===== src/design/drwc_pkg.sv =====
`timescale 1ns / 1ps
// ============================================================================
// drwc_pkg
// Shared types, codes and constants of the grid raycaster for one screen column.
// ============================================================================
package drwc_pkg;

    // Fixed-point and datapath widths.
    localparam int FRAC_W   = 16;
    localparam int DIV_NW   = 41;   // divider numerator and quotient width
    localparam int DIV_DW   = 34;   // divider denominator width
    localparam int RAY_W    = 35;   // signed ray component width
    localparam int DELTA_W  = 41;   // cell-to-cell distance width
    localparam int ACC_W    = 52;   // side distance accumulator width
    localparam int COORD_W  = 10;   // signed map coordinate width during the walk
    localparam int CAM_W    = 31;   // signed camera coordinate width

    // Configuration port.
    localparam int CFG_IDX_W  = 3;
    localparam int CFG_DATA_W = 22;

    localparam logic [CFG_IDX_W-1:0] CFG_SCREEN_WIDTH  = 3'd0;
    localparam logic [CFG_IDX_W-1:0] CFG_SCREEN_HEIGHT = 3'd1;
    localparam logic [CFG_IDX_W-1:0] CFG_PLAYER_X      = 3'd2;
    localparam logic [CFG_IDX_W-1:0] CFG_PLAYER_Y      = 3'd3;
    localparam logic [CFG_IDX_W-1:0] CFG_DIR_X         = 3'd4;
    localparam logic [CFG_IDX_W-1:0] CFG_DIR_Y         = 3'd5;
    localparam logic [CFG_IDX_W-1:0] CFG_PLANE_X       = 3'd6;
    localparam logic [CFG_IDX_W-1:0] CFG_PLANE_Y       = 3'd7;

    // Register reset values.
    localparam logic [11:0]        RST_SCREEN_WIDTH  = 12'd640;
    localparam logic [11:0]        RST_SCREEN_HEIGHT = 12'd480;
    localparam logic [21:0]        RST_PLAYER_X      = 22'd65536;
    localparam logic [21:0]        RST_PLAYER_Y      = 22'd65536;
    localparam logic signed [18:0] RST_DIR_X         = 19'sd65536;
    localparam logic signed [18:0] RST_DIR_Y         = 19'sd0;
    localparam logic signed [18:0] RST_PLANE_X       = 19'sd0;
    localparam logic signed [18:0] RST_PLANE_Y       = 19'sd43254;

    // Saturation limits and special values.
    localparam logic [21:0]         DIST_MAX   = 22'h3FFFFF;
    localparam logic [16:0]         HEIGHT_MAX = 17'd100000;
    localparam logic [DELTA_W-1:0]  DELTA_INF  = 41'h100_0000_0000;
    localparam logic [DIV_NW-1:0]   RECIP_NUM  = 41'h001_0000_0000;

    // Parameter defaults.
    localparam int MAP_DIM_DEF   = 64;
    localparam int TEX_WIDTH_DEF = 64;

    // Request kinds.
    localparam logic REQ_MAP_WRITE = 1'b0;
    localparam logic REQ_CAST      = 1'b1;

    // Input and result items.
    typedef struct packed {
        logic        req_type;
        logic [5:0]  cell_x;
        logic [5:0]  cell_y;
        logic        cell_is_wall;
        logic [11:0] screen_col;
    } t_in_item;

    typedef struct packed {
        logic [11:0] column;
        logic        hit_side;
        logic [1:0]  wall_face;
        logic [21:0] perp_distance;
        logic [16:0] wall_rows;
        logic [11:0] draw_start;
        logic [11:0] draw_end;
        logic [5:0]  tex_column;
    } t_out_item;

    // Wall faces.
    localparam logic [1:0] FACE_EAST  = 2'd0;
    localparam logic [1:0] FACE_WEST  = 2'd1;
    localparam logic [1:0] FACE_SOUTH = 2'd2;
    localparam logic [1:0] FACE_NORTH = 2'd3;

    // Datapath operations issued by the controller.
    typedef enum logic [3:0] {
        OP_NONE,
        OP_MAPWR,
        OP_LOAD,
        OP_CAM,
        OP_RAY,
        OP_DXGO,
        OP_DY,
        OP_DYSAVE,
        OP_SIDE,
        OP_STEP,
        OP_DIST,
        OP_DSAVE,
        OP_HGT,
        OP_FIN,
        OP_OUT
    } t_op;

    typedef struct packed {
        t_op  op;
        logic div_start;
    } t_cmd;

    typedef struct packed {
        logic div_done;
        logic hit;
    } t_stat;

endpackage


===== src/design/drwc_ctrl.sv =====
`timescale 1ns / 1ps
// ============================================================================
// drwc_ctrl
// Raycaster controller: issues map writes and sequences ray setup, divisions,
// grid walk and the result transfer.
// ============================================================================
module drwc_ctrl (
    input  logic            i_clk,
    input  logic            i_rst_n,
    input  logic            i_in_valid,
    input  logic            i_req_type,
    input  logic            i_out_stall,
    input  drwc_pkg::t_stat i_stat,
    output logic            o_in_stall,
    output logic            o_out_valid,
    output drwc_pkg::t_cmd  o_cmd
);

    typedef enum logic [3:0] {
        S_IDLE,
        S_CAMW,
        S_RAY,
        S_DX,
        S_DXW,
        S_DYW,
        S_SIDE,
        S_WALK,
        S_TEST,
        S_DISTW,
        S_HGT,
        S_HGTW,
        S_OUT
    } t_state;

    t_state r_state, n_state;
    logic   r_ovalid;
    logic   w_out_busy;

    assign w_out_busy = r_ovalid && i_out_stall;

    // Next state and the operation for the datapath.
    always_comb begin
        n_state     = r_state;
        o_cmd.op    = drwc_pkg::OP_NONE;
        case (r_state)
            S_IDLE: begin
                if (i_in_valid) begin
                    if (i_req_type == drwc_pkg::REQ_CAST) begin
                        o_cmd.op = drwc_pkg::OP_LOAD;
                        n_state  = S_CAMW;
                    end else begin
                        o_cmd.op = drwc_pkg::OP_MAPWR;
                    end
                end
            end
            S_CAMW: begin
                if (i_stat.div_done) begin
                    o_cmd.op = drwc_pkg::OP_CAM;
                    n_state  = S_RAY;
                end
            end
            S_RAY: begin
                o_cmd.op = drwc_pkg::OP_RAY;
                n_state  = S_DX;
            end
            S_DX: begin
                o_cmd.op = drwc_pkg::OP_DXGO;
                n_state  = S_DXW;
            end
            S_DXW: begin
                if (i_stat.div_done) begin
                    o_cmd.op = drwc_pkg::OP_DY;
                    n_state  = S_DYW;
                end
            end
            S_DYW: begin
                if (i_stat.div_done) begin
                    o_cmd.op = drwc_pkg::OP_DYSAVE;
                    n_state  = S_SIDE;
                end
            end
            S_SIDE: begin
                o_cmd.op = drwc_pkg::OP_SIDE;
                n_state  = S_WALK;
            end
            S_WALK: begin
                o_cmd.op = drwc_pkg::OP_STEP;
                n_state  = S_TEST;
            end
            S_TEST: begin
                if (i_stat.hit) begin
                    o_cmd.op = drwc_pkg::OP_DIST;
                    n_state  = S_DISTW;
                end else begin
                    o_cmd.op = drwc_pkg::OP_STEP;
                end
            end
            S_DISTW: begin
                if (i_stat.div_done) begin
                    o_cmd.op = drwc_pkg::OP_DSAVE;
                    n_state  = S_HGT;
                end
            end
            S_HGT: begin
                o_cmd.op = drwc_pkg::OP_HGT;
                n_state  = S_HGTW;
            end
            S_HGTW: begin
                if (i_stat.div_done) begin
                    o_cmd.op = drwc_pkg::OP_FIN;
                    n_state  = S_OUT;
                end
            end
            S_OUT: begin
                if (!w_out_busy) begin
                    o_cmd.op = drwc_pkg::OP_OUT;
                    n_state  = S_IDLE;
                end
            end
            default: begin
                n_state = S_IDLE;
            end
        endcase
        o_cmd.div_start = (o_cmd.op == drwc_pkg::OP_LOAD) || (o_cmd.op == drwc_pkg::OP_DXGO) ||
                          (o_cmd.op == drwc_pkg::OP_DY)   || (o_cmd.op == drwc_pkg::OP_DIST) ||
                          (o_cmd.op == drwc_pkg::OP_HGT);
    end

    // State and the result valid flag.
    always_ff @(posedge i_clk) begin
        if (!i_rst_n) begin
            r_state  <= S_IDLE;
            r_ovalid <= 1'b0;
        end else begin
            r_state <= n_state;
            if (o_cmd.op == drwc_pkg::OP_OUT) begin
                r_ovalid <= 1'b1;
            end else if (!i_out_stall) begin
                r_ovalid <= 1'b0;
            end
        end
    end

    assign o_in_stall  = (r_state != S_IDLE);
    assign o_out_valid = r_ovalid;

`ifndef SYNTH
    // A division finishes only while the controller waits for it.
    a_done_waiting: assert property (@(posedge i_clk) disable iff (!i_rst_n)
        i_stat.div_done |-> (r_state == S_CAMW || r_state == S_DXW || r_state == S_DYW ||
                             r_state == S_DISTW || r_state == S_HGTW))
        else $error("divider finished outside a wait state");

    // An accepted cast starts the camera division.
    a_cast_starts: assert property (@(posedge i_clk) disable iff (!i_rst_n)
        (i_in_valid && !o_in_stall && i_req_type == drwc_pkg::REQ_CAST) |=>
        (r_state == S_CAMW))
        else $error("cast transfer did not start the ray setup");

    // A finished result is presented once the output register is free.
    a_result_shown: assert property (@(posedge i_clk) disable iff (!i_rst_n)
        (r_state == S_OUT && !w_out_busy) |=> (r_ovalid && r_state == S_IDLE))
        else $error("finished result was not presented");

    // A map write never leaves the idle state.
    a_write_idle: assert property (@(posedge i_clk) disable iff (!i_rst_n)
        (i_in_valid && !o_in_stall && i_req_type == drwc_pkg::REQ_MAP_WRITE) |=>
        (r_state == S_IDLE))
        else $error("map write left the idle state");
`endif

endmodule


===== config.mk =====
export PLATFORM = sky130hd
export DESIGN_NAME = drwc_ctrl
export DESIGN_NICKNAME = d
export VERILOG_FILES = /design/src/design/drwc_pkg.sv /design/src/design/drwc_ctrl.sv
export SDC_FILE = /design/constraint.sdc
export NUM_CORES = 1
export LEC_CHECK = 0
export BUFFER_PORTS_ARGS = -buffer_cell sky130_fd_sc_hd__buf_2
export CAP_MARGIN = 20
export CORE_AREA = 2 2 39 41
export CTS_CLUSTER_DIAMETER = 200
export CTS_CLUSTER_SIZE = 14
export DETAILED_ROUTE_END_ITERATION = 10
export DIE_AREA = 0 0 41 43
export HOLD_SLACK_MARGIN = 0.1
export PLACE_DENSITY = 0.67
export SLEW_MARGIN = 0
export SYNTH_ARGS = -nofsm -noshare
export SYNTH_HDL_FRONTEND = slang
export SYNTH_SLANG_ARGS = --single-unit

===== constraint.sdc =====
create_clock -name i_clk -period 2.95 [get_ports i_clk]
set_input_delay 0.295 -clock i_clk [delete_from_list [all_inputs] [get_ports i_clk]]
set_output_delay 0.295 -clock i_clk [all_outputs]
set_load 0.05 [all_outputs]

; Word-level counts from Yosys, hierarchy flattened
; Cells that the tools add are included.
[classes]
reduce_logical = 8
n_mux = 22
eq_ne = 28
[op_table]
columns = cell, count
row1 = one-hot mux 4 bit (13 select lines), 2
row2 = two-way mux 4 bit, 12
row3 = "equality test 4 bit, second input constant", 8
row4 = "equality test 4 x 3 -> 1 bit, second input constant", 6
row5 = "!= test 2 bit, second input constant", 9
row6 = "equality test 4 x 2 -> 1 bit, second input constant", 3
row7 = AND reduction 9 bit, 1
row8 = two-way mux 2 bit, 4
row9 = two-way mux 3 bit, 2
row10 = "equality test 4 x 1 -> 1 bit, second input constant", 1
row11 = logical NOT 4 bit, 1
row12 = logical OR 1 bit, 4
row13 = nonzero test 4 bit, 1
row14 = two-way mux 1 bit, 2
row15 = "!= test 2 x 1 -> 1 bit, second input constant", 1
row16 = logical AND 1 bit, 1
[word_totals]
in_bits = 7
wordCells = 60
regBits = 5

; Depth between registers and ports, before layout
; Gate-level depths: netlist of the first run.
[depth]
depth_word = 8
depth_mapped = 6
mapped_depth_nobuf = 5

; Worst setup path after synthesis of the first run
; Ideal clock, no wire load.
[synth_path]
path_kind = register to output
start = reg r_state[1]
end = out o_cmd[0] (netlist name)
t_arrival_ns = 2.110
stages_incl_launch_ff = 7
t_required_ns = 2.655
slack_ns = 0.545
cell_sequence = dfxtp_1 -> buf_4 -> nor4_4 -> inv_2 -> o32ai_2 -> o21bai_2 -> o22ai_1
[synth_rtl]
columns = item, line_no
row1 = start: declaration, drwc_ctrl.sv:35  ; t_state r_state, n_state;
row2 = start signal: assignment, drwc_ctrl.sv:135  ; r_state <= n_state;
row3 = end: declaration, drwc_ctrl.sv:16  ; output drwc_pkg::t_cmd o_cmd

==> impl_metrics.env, run 1 <==
export IMPL_port_buffers=13
export IMPL_insertion_delay_ps=250
export IMPL_crit_buf_inv=1
export IMPL_yosys_area_share_simple=0.3341
export IMPL_nFillCells=143
export IMPL_numCtsBuffers=3
export IMPL_grt_max_degree=13
export IMPL_max_freq_ghz=0.4411
export IMPL_vias_per_cell=5.602
export IMPL_hp_class="input pin to register"
export IMPL_pin_count=14
export IMPL_rows=14
export IMPL_synth_mux_area_frac=0.03791
export IMPL_maxCapViolations=0
export IMPL_dpl_cell_area_um2=579.3
export IMPL_synth_seq_area_share=0.1896
export IMPL_gp_congestion=0.8210
export IMPL_run_status="completed"
export IMPL_synth_top_family_by_area="compound AO/OA/AOI/OAI gates"
export IMPL_cts_resized=0
export IMPL_design_area_um2=605.6
export IMPL_synth_distinct_cells=36
export IMPL_tns_ps=0
export IMPL_postSynthRegisterBits=5
export IMPL_tightest_slew_ps=551.9
export IMPL_avgSynthCellArea_um2=8.250
export IMPL_synth_compound_area_frac=0.3389
export IMPL_path_class="register to primary output"
export IMPL_cp_slowest_cell="dfxtp_1"
export IMPL_max_vdd_ir_drop_mv=0.3914
export IMPL_critPathRequiredTime_ps=2650
export IMPL_setup_viol=0
export IMPL_synth_area_um2=528.0
export IMPL_initial_core_util=0.3816
export IMPL_cts_sinks=5
export IMPL_finClkSkew_ps=0.6260
export IMPL_critPathMaxFanout=12
export IMPL_cp_start_kind="register"
export IMPL_routedWlPerCell_um=12.61
export IMPL_htreeDepth=1
export IMPL_grt_setup_unrepaired="false"
export IMPL_die_x_um=41
export IMPL_drt_initial_drc_count=16
export IMPL_synth_nets=71
export IMPL_die_h_um=43
export IMPL_drc_errors=0
export IMPL_power_leakage_nw=0.2574
export IMPL_cp_end_kind="primary output"
export IMPL_grt_pass1_wl_mm=1.869
export IMPL_finalCritPeriodShare=0.7684
export IMPL_clk_pin_slew_ps=40
export IMPL_cts_root_buf="clkbuf_4"
export IMPL_place_hpwl_um=864
export IMPL_timing_final_ws_setup_ps=683.1
export IMPL_diodes=0
export IMPL_grt_total_usage=0.1546
export IMPL_post_route_min_period_ps=2267
export IMPL_yosys_area_share_xor_xnor=0
export IMPL_slowest_delay_ps=610
export IMPL_grt_overflow=0
export IMPL_coreArea_mm2=0.001384
export IMPL_crit_family="flip-flops"
export IMPL_cp_cell_sequence="and2b_1 -> a221oi_1 -> o31a_1 -> o22ai_1 -> buf_2"
export IMPL_drive_gt1_frac=0.3117
export IMPL_reg2reg_depth=4
export IMPL_hold_depth=2
export IMPL_cts_tree="done"
export IMPL_synth_adder_area_share=0
export IMPL_wirelength_mm=1.173
export IMPL_fin_util=0.4376
export IMPL_dp_slack_ps=971.0
export IMPL_holdBufCountCts=0
export IMPL_path_depth=5
export IMPL_hold_viol_final=0
export IMPL_p_per_area_mw_per_mm2=911.1
export IMPL_final_antenna_net_count=0
export IMPL_die_area_mm2=0.001763
export IMPL_netlist_instances=64
export IMPL_layout_common_cells="buf_2 (13), nand2_1 (10), dfxtp_1 (5)"
export IMPL_first_pass_iters=4
export IMPL_yosysWarnings=0
export IMPL_cts_buffer_depth=2
export IMPL_whs_ps=338.6
export IMPL_first_global_vias=435
export IMPL_syn_to_final_growth_pct=14.69
export IMPL_layout_nets=85
export IMPL_finalMaxSlewViolations=0
export IMPL_layout_commonest_cell="buf_2"
export IMPL_crit_arrival_ps=1970
export IMPL_slew_headroom=0.6316
export IMPL_postCtsSetupBuffers=0
export IMPL_num_vias=521
export IMPL_antenna_found_initial=0
worst register-to-register path, delay by kind of cell (launching register included):
kind	cells	cell delay (ps)
simple gates	1	310
compound gates	2	400
mux	1	200
flops	1	610
routing by layer:
metal / up-vias / routed length (µm) / share of wire / GRT usage
met5: - / 0 / 0 / 0
met4: 0 / 20 / 0.017 / 0.1000
met2: 19 / 505 / 0.43 / 0.2125
met1: 239 / 573 / 0.49 / 0.2186
li1: 261 / - / - / -
met3: 2 / 74 / 0.063 / 0.01571
flip-flops by register name, summed over array words and instances, names as in the netlist:
signal,flops
o_out_valid,1
r_state,4
kinds of logic after synthesis:
family	Yosys count
flops	5
buf+inv	9
simple gates	27
mux	2
compound gates	21
path summary, 6_finish.rpt:
kind	from	slack (ps)	endpoint
worst max-delay path	r_state[3]	680	o_cmd[0]
worst min-delay path	i_rst_n	340	r_state[2]
worst max register to register	r_state[0]	1360	r_state[0]
worst min register to register	o_out_valid	520	o_out_valid
through the flow:
| stage | power [mW] | std cells |
|---|---|---|
| 2_1_floorplan | 0.4252 | 64 |
| 3_3_place_gp | 0.4703 | 89 |
| 3_5_place_dp | 0.4705 | 89 |
| 4_1_cts | 0.5542 | 93 |
| 5_1_grt | 0.5829 | 93 |
| 6_report | 0.5517 | 93 |
synthesized netlist by cell type (all sizes together):
cell | count | share of area
o221a | 1 | 0.021
a21oi | 4 | 0.038
o32ai | 1 | 0.031
a21boi | 1 | 0.014
nand4 | 2 | 0.024
and2b | 1 | 0.014
or2b | 1 | 0.014
buf | 3 | 0.050
nand2b | 2 | 0.024
a32oi | 1 | 0.031
o22ai | 1 | 0.012
a221oi | 1 | 0.017
clkbuf | 1 | 0.014
o21a | 1 | 0.014
dfxtp | 5 | 0.19
o31a | 1 | 0.017
a211oi | 1 | 0.014
o211ai | 3 | 0.052
nor2b | 2 | 0.038
a22oi | 1 | 0.014
o21ba | 1 | 0.019
nor3b | 1 | 0.014
nand2 | 10 | 0.071
o21ai | 1 | 0.0095
a21o | 1 | 0.014
nand3 | 3 | 0.028
mux2i | 2 | 0.038
nor2 | 3 | 0.021
nor4b | 1 | 0.045
inv | 5 | 0.036
nor4 | 1 | 0.040
o21bai | 1 | 0.021
power breakdown:
part	switching (mW)	leakage, nW	total, mW	internal (mW)
combinational	0.224	0.202	0.344	0.120
sequential	0.0464	0.0407	0.126	0.0797
clock	0.0300	0.0150	0.0813	0.0513
area by class of cell:
| class | instances | area, µm² | area share |
|---|---|---|---|
| multi-input cells | 50 | 375.4 | 0.6198 |
| flip-flops and latches | 5 | 100.1 | 0.1653 |
| repair buffers | 13 | 65.06 | 0.1074 |
| clock buffers | 4 | 26.28 | 0.04339 |
| well taps | 16 | 20.02 | 0.03306 |
| inverters | 5 | 18.77 | 0.03099 |
Note: power is estimated with default switching activity, not from simulation.
==> run 2: changes to the inputs <==
clock period = 2.2 ns   (was 2.95 ns; I/O delays follow)
==> impl_metrics.env, run 2 (synthesis gave the netlist of run 1 again) <==
export IMPL_cts_resized=0
export IMPL_layout_common_cells="buf_2 (13), nand2_1 (10), dfxtp_1 (5)"
export IMPL_hold_viol_final=0
export IMPL_cts_buffer_depth=2
export IMPL_syn_to_final_growth_pct=17.30
export IMPL_nFillCells=157
export IMPL_cp_slowest_cell="dfxtp_1"
export IMPL_seq_area_um2=100.1
export IMPL_critPathMaxFanout=11
export IMPL_cts_root_buf="clkbuf_4"
export IMPL_die_h_um=43
export IMPL_num_vias=521
export IMPL_routedWlPerCell_um=12.54
export IMPL_regMostFlops="r_state"
export IMPL_finalCritPeriodShare=0.9511
export IMPL_clk_pin_slew_ps=40
export IMPL_initial_core_util=0.3816
export IMPL_cp_start_kind="register"
export IMPL_p_per_area_mw_per_mm2=1202
export IMPL_numCtsBuffers=3
export IMPL_layout_nets=86
export IMPL_tns_ps=0
export IMPL_cts_tree="done"
export IMPL_first_global_vias=477
export IMPL_slowest_delay_ps=590
export IMPL_max_vdd_ir_drop_mv=0.4757
export IMPL_run_status="completed"
export IMPL_grt_total_usage=0.1638
export IMPL_finClkSkew_ps=2.429
export IMPL_antenna_found_initial=0
export IMPL_port_buffers=13
export IMPL_path_class="register to primary output"
export IMPL_multiInputGateArea_um2=381.6
export IMPL_gp_congestion=0.7962
export IMPL_drive_gt1_frac=0.3333
export IMPL_rows=14
export IMPL_postCtsSetupBuffers=0
export IMPL_final_antenna_net_count=0
export IMPL_grt_setup_unrepaired="false"
export IMPL_critPathRequiredTime_ps=1980
export IMPL_fin_cells=94
export IMPL_drt_initial_drc_count=11
export IMPL_grt_overflow=0
export IMPL_slew_headroom=0.6481
export IMPL_crit_arrival_ps=1870
export IMPL_hp_class="input pin to register"
export IMPL_post_route_min_period_ps=2093
export IMPL_cp_cell_sequence="and2b_1 -> a221oi_1 -> o31a_1 -> o22ai_2 -> buf_2"
export IMPL_whs_ps=266.0
export IMPL_place_hpwl_um=919.8
export IMPL_finalMaxSlewViolations=0
export IMPL_coreArea_mm2=0.001384
export IMPL_max_freq_ghz=0.4779
export IMPL_diodes=0
export IMPL_cts_sinks=5
export IMPL_largest_reg_flops=4
export IMPL_vias_per_cell=5.543
export IMPL_grt_max_degree=12
export IMPL_die_area_mm2=0.001763
export IMPL_holdBufCountCts=0
export IMPL_cp_end_kind="primary output"
export IMPL_htreeDepth=1
export IMPL_wirelength_mm=1.179
export IMPL_die_x_um=41
export IMPL_insertion_delay_ps=240
export IMPL_pin_count=14
export IMPL_place_inst=90
export IMPL_tightest_slew_ps=527.1
export IMPL_fin_util=0.4476
export IMPL_power_leakage_nw=0.2649
export IMPL_first_pass_iters=4
export IMPL_grt_pass1_wl_mm=2.007
export IMPL_layout_commonest_cell="buf_2"
export IMPL_maxCapViolations=0
export IMPL_setup_viol=0
export IMPL_drc_errors=0
[run 2: layout make-up]
| cell class | instances | area share |
|---|---|---|
| clock buffers | 4 | 0.04242 |
| inverters | 5 | 0.03030 |
| multi-input cells | 50 | 0.6162 |
| flip-flops and latches | 5 | 0.1616 |
| well taps | 16 | 0.03232 |
| repair buffers | 14 | 0.1172 |
[run 2: stage by stage]
| step | power [mW] | cell area (µm²) | worst slack (ps) |
|---|---|---|---|
| final | 0.7446 | 619.3 | 107.5 |
| after global placement | 0.6376 | 593.1 | 392.7 |
| after detailed placement | 0.6422 | 593.1 | 372.7 |
| after CTS | 0.7520 | 619.3 | 107.7 |
| after global routing | 0.7933 | 619.3 | 18.30 |
| after floorplan | 0.5804 | 534.3 | 127.2 |
[run 2: path summary, 6_finish.rpt]
kind | cells past startpoint | from | slack [ps] | endpoint
max | 5 | r_state[0] | 110 | o_cmd[0]
min reg2reg | 2 | r_state[3] | 530 | r_state[3]
min | 2 | i_rst_n | 270 | r_state[2]
max reg2reg | 4 | r_state[0] | 640 | r_state[0]
[run 2: power breakdown]
part | switching, mW | total (mW) | internal, mW | leakage [nW]
Combinational | 0.309 | 0.475 | 0.166 | 0.209
Sequential | 0.0591 | 0.166 | 0.107 | 0.0407
Clock | 0.0355 | 0.104 | 0.0684 | 0.0150
[run 2: per-layer routing]
metal | routed length, µm | track usage | part of all wire
met5 | 0 | 0 | 0
met4 | 16 | 0.1000 | 0.014
met3 | 68 | 0.01571 | 0.058
met2 | 552 | 0.2344 | 0.47
met1 | 541 | 0.2258 | 0.46
[run 2: critical path: cells and delay by family (launching register included)]
kind                   cells  cell delay (ps)
DFF                        1              590
AOI/OAI and AO/OA          3              560
and+or+nand+nor            1              270
buffers and inverters      1              210
